File: src/rtl/ghcs_pkg.sv
// Shared types, widths and constants of the hopping channel selector.
// Holds the random-number table and the reciprocal constants of the frame splitter.
// No dependencies.
`timescale 1ns / 1ps
`default_nettype none

package ghcs_pkg;

  // Field widths
  localparam int unsigned FN_W     = 22;
  localparam int unsigned IDX_W    = 6;
  localparam int unsigned CHAN_W   = 10;
  localparam int unsigned HSN_W    = 6;
  localparam int unsigned LEN_W    = 7;
  localparam int unsigned RN_W     = 7;
  localparam int unsigned DIVD_W   = FN_W + 1;
  localparam int unsigned CFG_IDX_W = 2;
  localparam int unsigned CFG_DAT_W = 7;

  localparam int unsigned DEPTH_DEFAULT = 64;

  // Configuration register indexes
  localparam logic [CFG_IDX_W-1:0] CFG_HOP_SEQ   = 2'd0;
  localparam logic [CFG_IDX_W-1:0] CFG_ALLOC_OFS = 2'd1;
  localparam logic [CFG_IDX_W-1:0] CFG_ALLOC_LEN = 2'd2;

  // Item operation codes
  typedef enum logic {
    OP_WRITE   = 1'b0,
    OP_COMPUTE = 1'b1
  } op_e;

  // Payload that travels with an item down the pipeline
  typedef struct packed {
    op_e               op;
    logic [IDX_W-1:0]  slot;
    logic [CHAN_W-1:0] chan;
  } tag_t;

  // Frame number split: q = (fn * RECIP) >> RECIP_SHIFT is exact or one short
  localparam int unsigned RECIP_SHIFT = 22;
  localparam int unsigned Q1_W  = 12;
  localparam int unsigned Q26_W = 18;
  localparam int unsigned Q51_W = 17;
  localparam logic [Q1_W-1:0]  RECIP_1326 = 12'd3163;
  localparam logic [Q26_W-1:0] RECIP_26   = 18'd161319;
  localparam logic [Q51_W-1:0] RECIP_51   = 17'd82241;
  localparam logic [10:0]      DIV_T1     = 11'd1326;
  localparam logic [4:0]       DIV_T2     = 5'd26;
  localparam logic [5:0]       DIV_T3     = 6'd51;

  // Remainder pipeline shape
  localparam int unsigned REM_STAGES = 4;
  localparam int unsigned REM_STEP   = 6;
  localparam int unsigned REM_W      = REM_STAGES * REM_STEP;

  // Random-number table of the hopping sequence
  localparam logic [RN_W-1:0] RN_TABLE [0:113] = '{
    7'd48,  7'd98,  7'd63,  7'd1,   7'd36,  7'd95,  7'd78,  7'd102, 7'd94,  7'd73,
    7'd0,   7'd64,  7'd25,  7'd81,  7'd76,  7'd59,  7'd124, 7'd23,  7'd104, 7'd100,
    7'd101, 7'd47,  7'd118, 7'd85,  7'd18,  7'd56,  7'd96,  7'd86,  7'd54,  7'd2,
    7'd80,  7'd34,  7'd127, 7'd13,  7'd6,   7'd89,  7'd57,  7'd103, 7'd12,  7'd74,
    7'd55,  7'd111, 7'd75,  7'd38,  7'd109, 7'd71,  7'd112, 7'd29,  7'd11,  7'd88,
    7'd87,  7'd19,  7'd3,   7'd68,  7'd110, 7'd26,  7'd33,  7'd31,  7'd8,   7'd45,
    7'd82,  7'd58,  7'd40,  7'd107, 7'd32,  7'd5,   7'd106, 7'd92,  7'd62,  7'd67,
    7'd77,  7'd108, 7'd122, 7'd37,  7'd60,  7'd66,  7'd121, 7'd42,  7'd51,  7'd126,
    7'd117, 7'd114, 7'd4,   7'd90,  7'd43,  7'd52,  7'd53,  7'd113, 7'd120, 7'd72,
    7'd16,  7'd49,  7'd7,   7'd79,  7'd119, 7'd61,  7'd22,  7'd84,  7'd9,   7'd97,
    7'd91,  7'd15,  7'd21,  7'd24,  7'd46,  7'd39,  7'd93,  7'd105, 7'd65,  7'd70,
    7'd125, 7'd99,  7'd17,  7'd123
  };

endpackage

`default_nettype wire

File: src/rtl/ghcs_hop.sv
// Front end of the selector: splits the frame number, walks the hopping
// sequence and produces the dividend that is reduced modulo N downstream.
// Depends on ghcs_pkg.
`timescale 1ns / 1ps
`default_nettype none

module ghcs_hop (
  input  wire logic                        clk_i,
  input  wire logic                        rst_ni,
  input  wire logic                        adv_i,
  input  wire logic                        vld_i,
  input  wire ghcs_pkg::tag_t              tag_i,
  input  wire logic [ghcs_pkg::FN_W-1:0]   fn_i,
  input  wire logic [ghcs_pkg::HSN_W-1:0]  hsn_i,
  input  wire logic [ghcs_pkg::IDX_W-1:0]  maio_i,
  input  wire logic [ghcs_pkg::LEN_W-1:0]  len_i,
  output logic                             vld_o,
  output ghcs_pkg::tag_t                   tag_o,
  output logic [ghcs_pkg::DIVD_W-1:0]      divd_o
);
  import ghcs_pkg::*;

  // Fold the hop value into 0..N-1; the value is below 4N here
  function automatic logic [LEN_W-1:0] fold3(input logic [LEN_W:0] x_in,
                                             input logic [LEN_W-1:0] n);
    logic [LEN_W:0] x;
    x = x_in;
    for (int i = 0; i < 3; i++) begin
      if (x >= {1'b0, n}) begin
        x = x - {1'b0, n};
      end
    end
    return x[LEN_W-1:0];
  endfunction

  logic [3:0] vld_q;
  tag_t       tag_a_q, tag_b_q, tag_c_q, tag_d_q;

  // Stage A: reciprocal estimates of the three quotients
  logic [FN_W+Q1_W-1:0]  p1;
  logic [FN_W+Q26_W-1:0] p26;
  logic [FN_W+Q51_W-1:0] p51;
  logic [FN_W-1:0]       fn_a_q;
  logic [Q1_W-1:0]       q1_a_q;
  logic [Q26_W-1:0]      q26_a_q;
  logic [Q51_W-1:0]      q51_a_q;

  assign p1  = fn_i * RECIP_1326;
  assign p26 = fn_i * RECIP_26;
  assign p51 = fn_i * RECIP_51;

  // Stage B: remainders with one correction step
  logic [FN_W:0]   m1, m26, m51;
  logic [FN_W-1:0] r1, r26, r51;
  logic [5:0]      t1_b_d;
  logic [4:0]      t2_b_d;
  logic [5:0]      t3_b_d;
  logic [5:0]      t1_b_q;
  logic [4:0]      t2_b_q;
  logic [5:0]      t3_b_q;
  logic [DIVD_W-1:0] cyc_b_d, cyc_b_q;

  assign m1  = q1_a_q * DIV_T1;
  assign m26 = q26_a_q * DIV_T2;
  assign m51 = q51_a_q * DIV_T3;
  assign r1  = fn_a_q - m1[FN_W-1:0];
  assign r26 = fn_a_q - m26[FN_W-1:0];
  assign r51 = fn_a_q - m51[FN_W-1:0];

  always_comb begin
    t1_b_d = (r1 >= FN_W'(DIV_T1)) ? (q1_a_q[5:0] + 6'd1) : q1_a_q[5:0];
    t2_b_d = (r26 >= FN_W'(DIV_T2)) ? 5'(r26 - FN_W'(DIV_T2)) : r26[4:0];
    t3_b_d = (r51 >= FN_W'(DIV_T3)) ? 6'(r51 - FN_W'(DIV_T3)) : r51[5:0];
    cyc_b_d = {1'b0, fn_a_q} + DIVD_W'(maio_i);
  end

  // Stage C: random-number lookup, M = T2 + RN[(HSN ^ T1) + T3]
  logic [RN_W-1:0]   rn_idx;
  logic [RN_W-1:0]   rn_val;
  logic [RN_W:0]     m_c_d, m_c_q;
  logic [5:0]        t3_c_q;
  logic [DIVD_W-1:0] cyc_c_q;

  assign rn_idx = RN_W'(hsn_i ^ t1_b_q) + RN_W'(t3_b_q);
  assign rn_val = RN_TABLE[rn_idx];
  assign m_c_d  = (RN_W+1)'(rn_val) + (RN_W+1)'(t2_b_q);

  // Stage D: reduce by the power of two above N, fold, add offset; HSN 0 takes FN + MAIO instead
  logic [LEN_W-1:0]  mask, mr, tr, s_hop;
  logic [LEN_W-1:0]  v_hop;
  logic [DIVD_W-1:0] divd_d, divd_q;

  always_comb begin
    mask  = len_i | (len_i >> 1) | (len_i >> 2) | (len_i >> 3)
          | (len_i >> 4) | (len_i >> 5) | (len_i >> 6);
    mr    = m_c_q[LEN_W-1:0] & mask;
    tr    = LEN_W'(t3_c_q) & mask;
    s_hop = (mr < len_i) ? mr : fold3((LEN_W+1)'(mr) + (LEN_W+1)'(tr), len_i);
    v_hop = LEN_W'(maio_i) + s_hop;
    divd_d = (hsn_i == '0) ? cyc_c_q : DIVD_W'(v_hop);
  end

  // Valid bits
  always_ff @(posedge clk_i or negedge rst_ni) begin
    if (!rst_ni) begin
      vld_q <= '0;
    end else if (adv_i) begin
      vld_q <= {vld_q[2:0], vld_i};
    end
  end

  // Payload registers
  always_ff @(posedge clk_i) begin
    if (adv_i) begin
      tag_a_q <= tag_i;
      fn_a_q  <= fn_i;
      q1_a_q  <= p1[RECIP_SHIFT +: Q1_W];
      q26_a_q <= p26[RECIP_SHIFT +: Q26_W];
      q51_a_q <= p51[RECIP_SHIFT +: Q51_W];

      tag_b_q <= tag_a_q;
      t1_b_q  <= t1_b_d;
      t2_b_q  <= t2_b_d;
      t3_b_q  <= t3_b_d;
      cyc_b_q <= cyc_b_d;

      tag_c_q <= tag_b_q;
      m_c_q   <= m_c_d;
      t3_c_q  <= t3_b_q;
      cyc_c_q <= cyc_b_q;

      tag_d_q <= tag_c_q;
      divd_q  <= divd_d;
    end
  end

  assign vld_o  = vld_q[3];
  assign tag_o  = tag_d_q;
  assign divd_o = divd_q;

endmodule

`default_nettype wire

File: src/rtl/ghcs_rem.sv
// Pipelined restoring remainder: dividend modulo N, six bits per stage.
// Carries the item payload alongside. Depends on ghcs_pkg.
`timescale 1ns / 1ps
`default_nettype none

module ghcs_rem (
  input  wire logic                        clk_i,
  input  wire logic                        rst_ni,
  input  wire logic                        adv_i,
  input  wire logic                        vld_i,
  input  wire ghcs_pkg::tag_t              tag_i,
  input  wire logic [ghcs_pkg::DIVD_W-1:0] divd_i,
  input  wire logic [ghcs_pkg::LEN_W-1:0]  len_i,
  output logic                             vld_o,
  output ghcs_pkg::tag_t                   tag_o,
  output logic [ghcs_pkg::IDX_W-1:0]       idx_o
);
  import ghcs_pkg::*;

  // Shift in REM_STEP dividend bits, compare-subtract after each
  function automatic logic [LEN_W-1:0] rem_steps(input logic [LEN_W-1:0]    r_in,
                                                 input logic [REM_STEP-1:0] bits,
                                                 input logic [LEN_W-1:0]    n);
    logic [LEN_W:0] r;
    r = {1'b0, r_in};
    for (int i = REM_STEP - 1; i >= 0; i--) begin
      r = {r[LEN_W-1:0], bits[i]};
      if (r >= {1'b0, n}) begin
        r = r - {1'b0, n};
      end
    end
    return r[LEN_W-1:0];
  endfunction

  logic [REM_STAGES-1:0] vld_q;
  tag_t                  tag_q [REM_STAGES];
  logic [REM_W-1:0]      dvd_q [REM_STAGES];
  logic [LEN_W-1:0]      rem_q [REM_STAGES];
  logic [REM_W-1:0]      dvd_in;

  assign dvd_in = REM_W'(divd_i);

  // Valid bits
  always_ff @(posedge clk_i or negedge rst_ni) begin
    if (!rst_ni) begin
      vld_q <= '0;
    end else if (adv_i) begin
      vld_q <= {vld_q[REM_STAGES-2:0], vld_i};
    end
  end

  // Remainder stages, most significant bits first
  always_ff @(posedge clk_i) begin
    if (adv_i) begin
      tag_q[0] <= tag_i;
      dvd_q[0] <= dvd_in;
      rem_q[0] <= rem_steps('0, dvd_in[REM_W-1 -: REM_STEP], len_i);
      for (int s = 1; s < REM_STAGES; s++) begin
        tag_q[s] <= tag_q[s-1];
        dvd_q[s] <= dvd_q[s-1];
        rem_q[s] <= rem_steps(rem_q[s-1], dvd_q[s-1][REM_W-1-s*REM_STEP -: REM_STEP], len_i);
      end
    end
  end

  assign vld_o = vld_q[REM_STAGES-1];
  assign tag_o = tag_q[REM_STAGES-1];
  assign idx_o = rem_q[REM_STAGES-1][IDX_W-1:0];

endmodule

`default_nettype wire

File: src/rtl/gsm_hopping_channel_select.sv
// Top level of the frequency hopping channel selector: configuration
// registers, allocation table memory and output register.
// Depends on ghcs_pkg, ghcs_hop and ghcs_rem.
//
//   channel   signals                                      direction
//   --------  -------------------------------------------  ---------
//   in        in_valid_i / in_ready_o, op_i, frame_number_i,  input
//             entry_index_i, entry_channel_i
//   out       out_valid_o / out_ready_i, channel_o,           output
//             alloc_index_o
//   cfg       cfg_we_i, cfg_idx_i, cfg_wdata_i                input
//
// One item per cycle in steady state, unless the output stalls. A compute
// item passes 4 stages of frame arithmetic, 4 stages of the modulo-N
// remainder and the table read, whose registered data is the output item.
// Table writes travel the same stages, so reads and writes stay in order.
// Reset clears the valid bits and loads the registers with 0, 0 and 1; the
// table holds no reset value. A stalled output freezes the whole pipeline.
`timescale 1ns / 1ps
`default_nettype none

module gsm_hopping_channel_select #(
  parameter int unsigned ALLOC_DEPTH = ghcs_pkg::DEPTH_DEFAULT
) (
  input  wire logic                           clk_i,
  input  wire logic                           rst_ni,
  // Configuration
  input  wire logic                           cfg_we_i,
  input  wire logic [ghcs_pkg::CFG_IDX_W-1:0] cfg_idx_i,
  input  wire logic [ghcs_pkg::CFG_DAT_W-1:0] cfg_wdata_i,
  // Input items
  input  wire logic                           in_valid_i,
  output logic                                in_ready_o,
  input  wire logic                           op_i,
  input  wire logic [ghcs_pkg::FN_W-1:0]      frame_number_i,
  input  wire logic [ghcs_pkg::IDX_W-1:0]     entry_index_i,
  input  wire logic [ghcs_pkg::CHAN_W-1:0]    entry_channel_i,
  // Output items
  output logic                                out_valid_o,
  input  wire logic                           out_ready_i,
  output logic [ghcs_pkg::CHAN_W-1:0]         channel_o,
  output logic [ghcs_pkg::IDX_W-1:0]          alloc_index_o
);
  import ghcs_pkg::*;

  localparam int unsigned AW = (ALLOC_DEPTH > 1) ? $clog2(ALLOC_DEPTH) : 1;

  // Configuration registers
  logic [HSN_W-1:0] hsn_q;
  logic [IDX_W-1:0] maio_q;
  logic [LEN_W-1:0] len_q;
  logic [LEN_W-1:0] n_eff;

  always_ff @(posedge clk_i or negedge rst_ni) begin
    if (!rst_ni) begin
      hsn_q  <= '0;
      maio_q <= '0;
      len_q  <= LEN_W'(1);
    end else if (cfg_we_i) begin
      case (cfg_idx_i)
        CFG_HOP_SEQ:   hsn_q  <= cfg_wdata_i[HSN_W-1:0];
        CFG_ALLOC_OFS: maio_q <= cfg_wdata_i[IDX_W-1:0];
        CFG_ALLOC_LEN: len_q  <= cfg_wdata_i[LEN_W-1:0];
        default: ;
      endcase
    end
  end

  // Effective N: zero reads as one, saturate at the table depth
  always_comb begin
    if (len_q == '0) begin
      n_eff = LEN_W'(1);
    end else if (len_q > LEN_W'(ALLOC_DEPTH)) begin
      n_eff = LEN_W'(ALLOC_DEPTH);
    end else begin
      n_eff = len_q;
    end
  end

  // Pipeline advances whenever the output register is free or drained
  logic adv;
  logic out_valid_q;

  assign adv        = !out_valid_q || out_ready_i;
  assign in_ready_o = adv;

  tag_t in_tag;
  assign in_tag.op   = op_e'(op_i);
  assign in_tag.slot = entry_index_i;
  assign in_tag.chan = entry_channel_i;

  // Frame arithmetic
  logic              hop_vld;
  tag_t              hop_tag;
  logic [DIVD_W-1:0] hop_divd;

  ghcs_hop u_hop (
    .clk_i  (clk_i),
    .rst_ni (rst_ni),
    .adv_i  (adv),
    .vld_i  (in_valid_i),
    .tag_i  (in_tag),
    .fn_i   (frame_number_i),
    .hsn_i  (hsn_q),
    .maio_i (maio_q),
    .len_i  (n_eff),
    .vld_o  (hop_vld),
    .tag_o  (hop_tag),
    .divd_o (hop_divd)
  );

  // Modulo-N reduction
  logic             rem_vld;
  tag_t             rem_tag;
  logic [IDX_W-1:0] rem_idx;

  ghcs_rem u_rem (
    .clk_i  (clk_i),
    .rst_ni (rst_ni),
    .adv_i  (adv),
    .vld_i  (hop_vld),
    .tag_i  (hop_tag),
    .divd_i (hop_divd),
    .len_i  (n_eff),
    .vld_o  (rem_vld),
    .tag_o  (rem_tag),
    .idx_o  (rem_idx)
  );

  // Allocation table: one write or one read per item, read data registered
  logic [CHAN_W-1:0] mem [ALLOC_DEPTH];
  logic [CHAN_W-1:0] chan_q;
  logic [IDX_W-1:0]  idx_q;
  logic              do_write, do_read;

  assign do_write = rem_vld && (rem_tag.op == OP_WRITE)
                 && ({1'b0, rem_tag.slot} < LEN_W'(ALLOC_DEPTH));
  assign do_read  = rem_vld && (rem_tag.op == OP_COMPUTE);

  always_ff @(posedge clk_i) begin
    if (adv && do_write) begin
      mem[rem_tag.slot[AW-1:0]] <= rem_tag.chan;
    end
  end

  always_ff @(posedge clk_i) begin
    if (adv && do_read) begin
      chan_q <= mem[rem_idx[AW-1:0]];
      idx_q  <= rem_idx;
    end
  end

  always_ff @(posedge clk_i or negedge rst_ni) begin
    if (!rst_ni) begin
      out_valid_q <= 1'b0;
    end else if (adv) begin
      out_valid_q <= do_read;
    end
  end

  assign out_valid_o   = out_valid_q;
  assign channel_o     = chan_q;
  assign alloc_index_o = idx_q;

endmodule

`default_nettype wire
File: config.mk
export PLATFORM = sky130hd
export DESIGN_NAME = gsm_hopping_channel_select
export DESIGN_NICKNAME = d
export VERILOG_FILES = /design/src/rtl/ghcs_pkg.sv /design/src/rtl/ghcs_hop.sv /design/src/rtl/ghcs_rem.sv /design/src/rtl/gsm_hopping_channel_select.sv
export SDC_FILE = /design/constraint.sdc
export NUM_CORES = 2
export LEC_CHECK = 0
export BUFFER_PORTS_ARGS = -buffer_cell sky130_fd_sc_hd__buf_2
export CORE_ASPECT_RATIO = 0.6
export CORE_MARGIN = 2
export CORE_UTILIZATION = 50
export CTS_CLUSTER_SIZE = 40
export DETAILED_ROUTE_END_ITERATION = 6
export PLACE_DENSITY = 0.65
export SYNTH_ARGS = -nofsm -noshare
export SYNTH_HDL_FRONTEND = slang
export SYNTH_SLANG_ARGS = --single-unit
File: constraint.sdc
create_clock -name clk_i -period 20.7 [get_ports clk_i]
set_clock_uncertainty 0.15 [all_clocks]
set_input_delay 0 -clock clk_i [delete_from_list [all_inputs] [get_ports clk_i]]
set_output_delay 0 -clock clk_i [all_outputs]
set_load 0.01 [all_outputs]
==> flow_summary_export.csv <==
group,metric,value,unit
floorplanning,core_region_area,141900,um^2
timing,setup_tns,0,ns
global_route,antenna_found_initial,21,
timing,relSlewSlack,0.1401,
clocking,clkLatencyLatePin,0.74,ns
timing,drv_slew,0,
critical_path,worstSetupStartpoint,"len_q[6]",
logic_synthesis,synth-edff-count,1023,
cells_and_area,drive_gt1_frac,0.1119,
floorplanning,ioPinCount,71,
global_route,grt_pass1_wl,265900,um
critical_path,crit_type,"flop to flop",
clocking,cts-root-buf,"clkbuf_16",
cells_and_area,regArea,31420,um^2
floorplanning,row_count,107,
worst_hold_path,min_delay_path_depth,3,
detailed_routing,drt_pass1_iterations,6,
critical_path,critPathMaxFanout,17,
logic_synthesis,syn_nets,6723,
critical_path,reg2reg_from,"len_q[6]",
clocking,cts_sinks,1051,
critical_path,cp-start-kind,"flop",
critical_path,end_kind,"flop",
worst_hold_path,min_to,"len_q[6]",
critical_path,arrival,14.54,ns
clocking,cts_setup_buffers,0,
logic_synthesis,synth.most_common_cell,"edfxtp_1",
detailed_routing,vias,44190,
logic_synthesis,synth_warnings,0,
timing,fmax,70.40,MHz
detailed_routing,ant_nets,0,
logic_synthesis,ys_seq_area_frac,0.4398,
clocking,h-tree-depth,3,
detailed_routing,drc_errors,0,
global_route,gr-usage-all-layers,0.2393,
clocking,cts.path.max_buffers,3,
cells_and_area,nets,6912,
global_route,grt_max_degree,123,
logic_synthesis,yosys-top-cells-count,"edfxtp_1 (1,023), ha_1 (821), inv_1 (731)",
floorplanning,dieArea,146000,um^2
global_route,globalRouteOverflowTotal,0,
placement,dp_hpwl,128500,um
detailed_routing,routed_wl,174400,um
status,outcome,"finished clean",
logic_synthesis,syn_area,71450,um^2
detailed_routing,avgViaCountPerCell,5.772,
logic_synthesis,async_flop_share,0.02664,
clocking,cts_buffers,97,
detailed_routing,wl_per_cell,22.78,um
critical_path,ff2ff_setup_slack,6.50,ns
global_route,grt_pass1_vias,43160,
timing,hold_viol,0,
logic_synthesis,ys.flop_type,"edfxtp_1",
cells_and_area,syn2layout_area_growth,9.644,%
floorplanning,initial_core_util,0.5035,
critical_path,rr_endpoint,"u_rem.rem_q[1][2]",
logic_synthesis,syn_inst,5474,
timing,setup_violations,0,
timing,worstMarginPinSlew,1.285,ns
timing,rsz0062_at_grt,"false",
critical_path,critPathMaxStageDelay,0.52,ns
critical_path,r2r_cells,51,
clocking,clkSlewWorstSetupHoldPaths,0.08,ns
job,max-cap-violations,0,
clocking,cts_tree,"yes",
detailed_routing,first_iter_violations,4554,
timing,holdWs,0.1255,ns
cells_and_area,multi_input_area,36930,um^2
worst_hold_path,hold_class,"primary input to flop",
logic_synthesis,synth_top_area_share,0.4300,
logic_synthesis,synth-seq-cells,1051,
placement,gp_congestion,0.9136,
placement,io_buffers,70,
floorplanning,die_h,296.8,um
logic_synthesis,synth_area_leaders,"edfxtp_1 (43%), ha_1 (14%), fa_1 (11%)",
cells_and_area,fill_cells,11620,
timing,layout_min_cycle_time,14.20,ns
logic_synthesis,synth.distinct_cells,100,
critical_path,required,21.03,ns
timing,timing.final.crit_share,0.6862,
logic_synthesis,syn-mean-instance-area,13.05,um^2
worst_hold_path,hold_start,"cfg_wdata_i[6]",
floorplanning,fp.dieW,492.0,um
critical_path,cp_slowest_cell,"o21ai_0",
logic_synthesis,yosys.area.top_type,"edfxtp_1",
[kinds of logic (layout without fill, tap and decap cells)]
kind of cell,Yosys count,count (layout),synth area share
adders and majority gates,1196,1196,0.2489
DFF,1051,1051,0.4398
and+or+nand+nor,894,894,0.06231
AOI/OAI and AO/OA,862,862,0.08045
buffers and inverters,834,1104,0.04411
muxes,366,366,0.09133
xor gates and xnor gates,270,270,0.03310
other,1,6,0.00005249
[metrics by stage]
stage	util	setup slack, ns	area, um^2	instances
3_5_place_dp	0.5226	6.785	74160	7391
6_report	0.5520	6.496	78340	7656
4_1_cts	0.5519	6.750	78320	7651
5_1_grt	0.5519	5.273	78330	7652
3_3_place_gp	0.5226	7.128	74160	7391
2_1_floorplan	-	7.997	71450	5474
[layout make-up]
class | instances | share of cell area
clock inverter | 67 | 0.01100
sequential | 1051 | 0.4011
clock buffer | 113 | 0.03175
tap | 1907 | 0.03046
multi-input combinational | 3589 | 0.4715
timing repair buffer | 191 | 0.01891
antenna | 5 | 0.0001597
inverter | 733 | 0.03512
[worst max-delay path, delay by kind of cell, from the launching register on]
kind,cells,cell delay (ns)
AOI/OAI and AO/OA,28,6.96
muxes,5,1.62
DFF,1,0.48
buffers and inverters,6,1.33
and+or+nand+nor,5,1.03
adders and majority gates,7,2.36
[placed cells by master, fill, tap and decap left out, types with 17 or more instances in the layout]
| cell type | n |
|---|---|
| edfxtp_1 | 1023 |
| or3_1 | 26 |
| xnor2_1 | 173 |
| o31ai_1 | 22 |
| a21o_1 | 97 |
| o21a_1 | 46 |
| and2_1 | 37 |
| nand4_1 | 28 |
| o21ai_0 | 175 |
| nor2b_1 | 63 |
| nor3_1 | 65 |
| xor2_1 | 93 |
| mux2i_1 | 44 |
| buf_2 | 70 |
| buf_4 | 40 |
| inv_1 | 731 |
| a211oi_1 | 32 |
| clkinv_1 | 18 |
| o22ai_1 | 18 |
| and3_1 | 21 |
| mux2_2 | 91 |
| fa_1 | 375 |
| nand2b_1 | 52 |
| dlygate4sd3_1 | 79 |
| clkinv_2 | 18 |
| clkbuf_16 | 97 |
| nor2_1 | 277 |
| ha_1 | 821 |
| o211ai_1 | 36 |
| o21bai_1 | 26 |
| nand3_1 | 50 |
| nand2_1 | 178 |
| mux4_2 | 215 |
| a21oi_1 | 226 |
| dfrtp_1 | 27 |
| nor3b_1 | 17 |
[routing by layer]
metal  part of all wire  up-vias  global-route usage
met5            0.00015        -                   0
met2               0.38     1578              0.3070
met3               0.10      160             0.06895
li1                   -    20400                   -
met4              0.014        4             0.03929
met1               0.50    22050              0.3974
[registers in the layout, indices dropped and copies added, names as in the netlist, 7 cells and up]
name	cells
channel_o	10
len_q	7
mem	640
u_hop.cyc_b_q	23
u_hop.cyc_c_q	23
u_hop.divd_o	23
u_hop.fn_a_q	22
u_hop.m_c_q	7
u_hop.q1_a_q	12
u_hop.q26_a_q	18
u_hop.q51_a_q	17
u_hop.tag_a_q	17
u_hop.tag_b_q	17
u_hop.tag_c_q	17
u_hop.tag_o	17
u_rem.dvd_q	36
u_rem.rem_q	27
u_rem.tag_q	68
[worst max path at each step]
stage	cells past startpoint	to	slack (ns)
global route	52	u_rem.rem_q[1][2]	5.27
finish	51	u_rem.rem_q[1][2]	6.50
detailed placement	51	u_rem.rem_q[1][3]	6.78
global placement	52	u_rem.rem_q[1][2]	7.13
floorplan	3	alloc_index_o[0]	8.00
CTS	51	u_rem.rem_q[1][5]	6.75
[repair_timing]
item / CTS / global route
hold endpoints to repair: 113 / 0
gates resized for setup: 0 / 0
hold buffers: 80 / 0
Power is left out: the tool's default activity adds up to more than one toggle a clock period on the data nets, which glitch-free logic cannot reach.
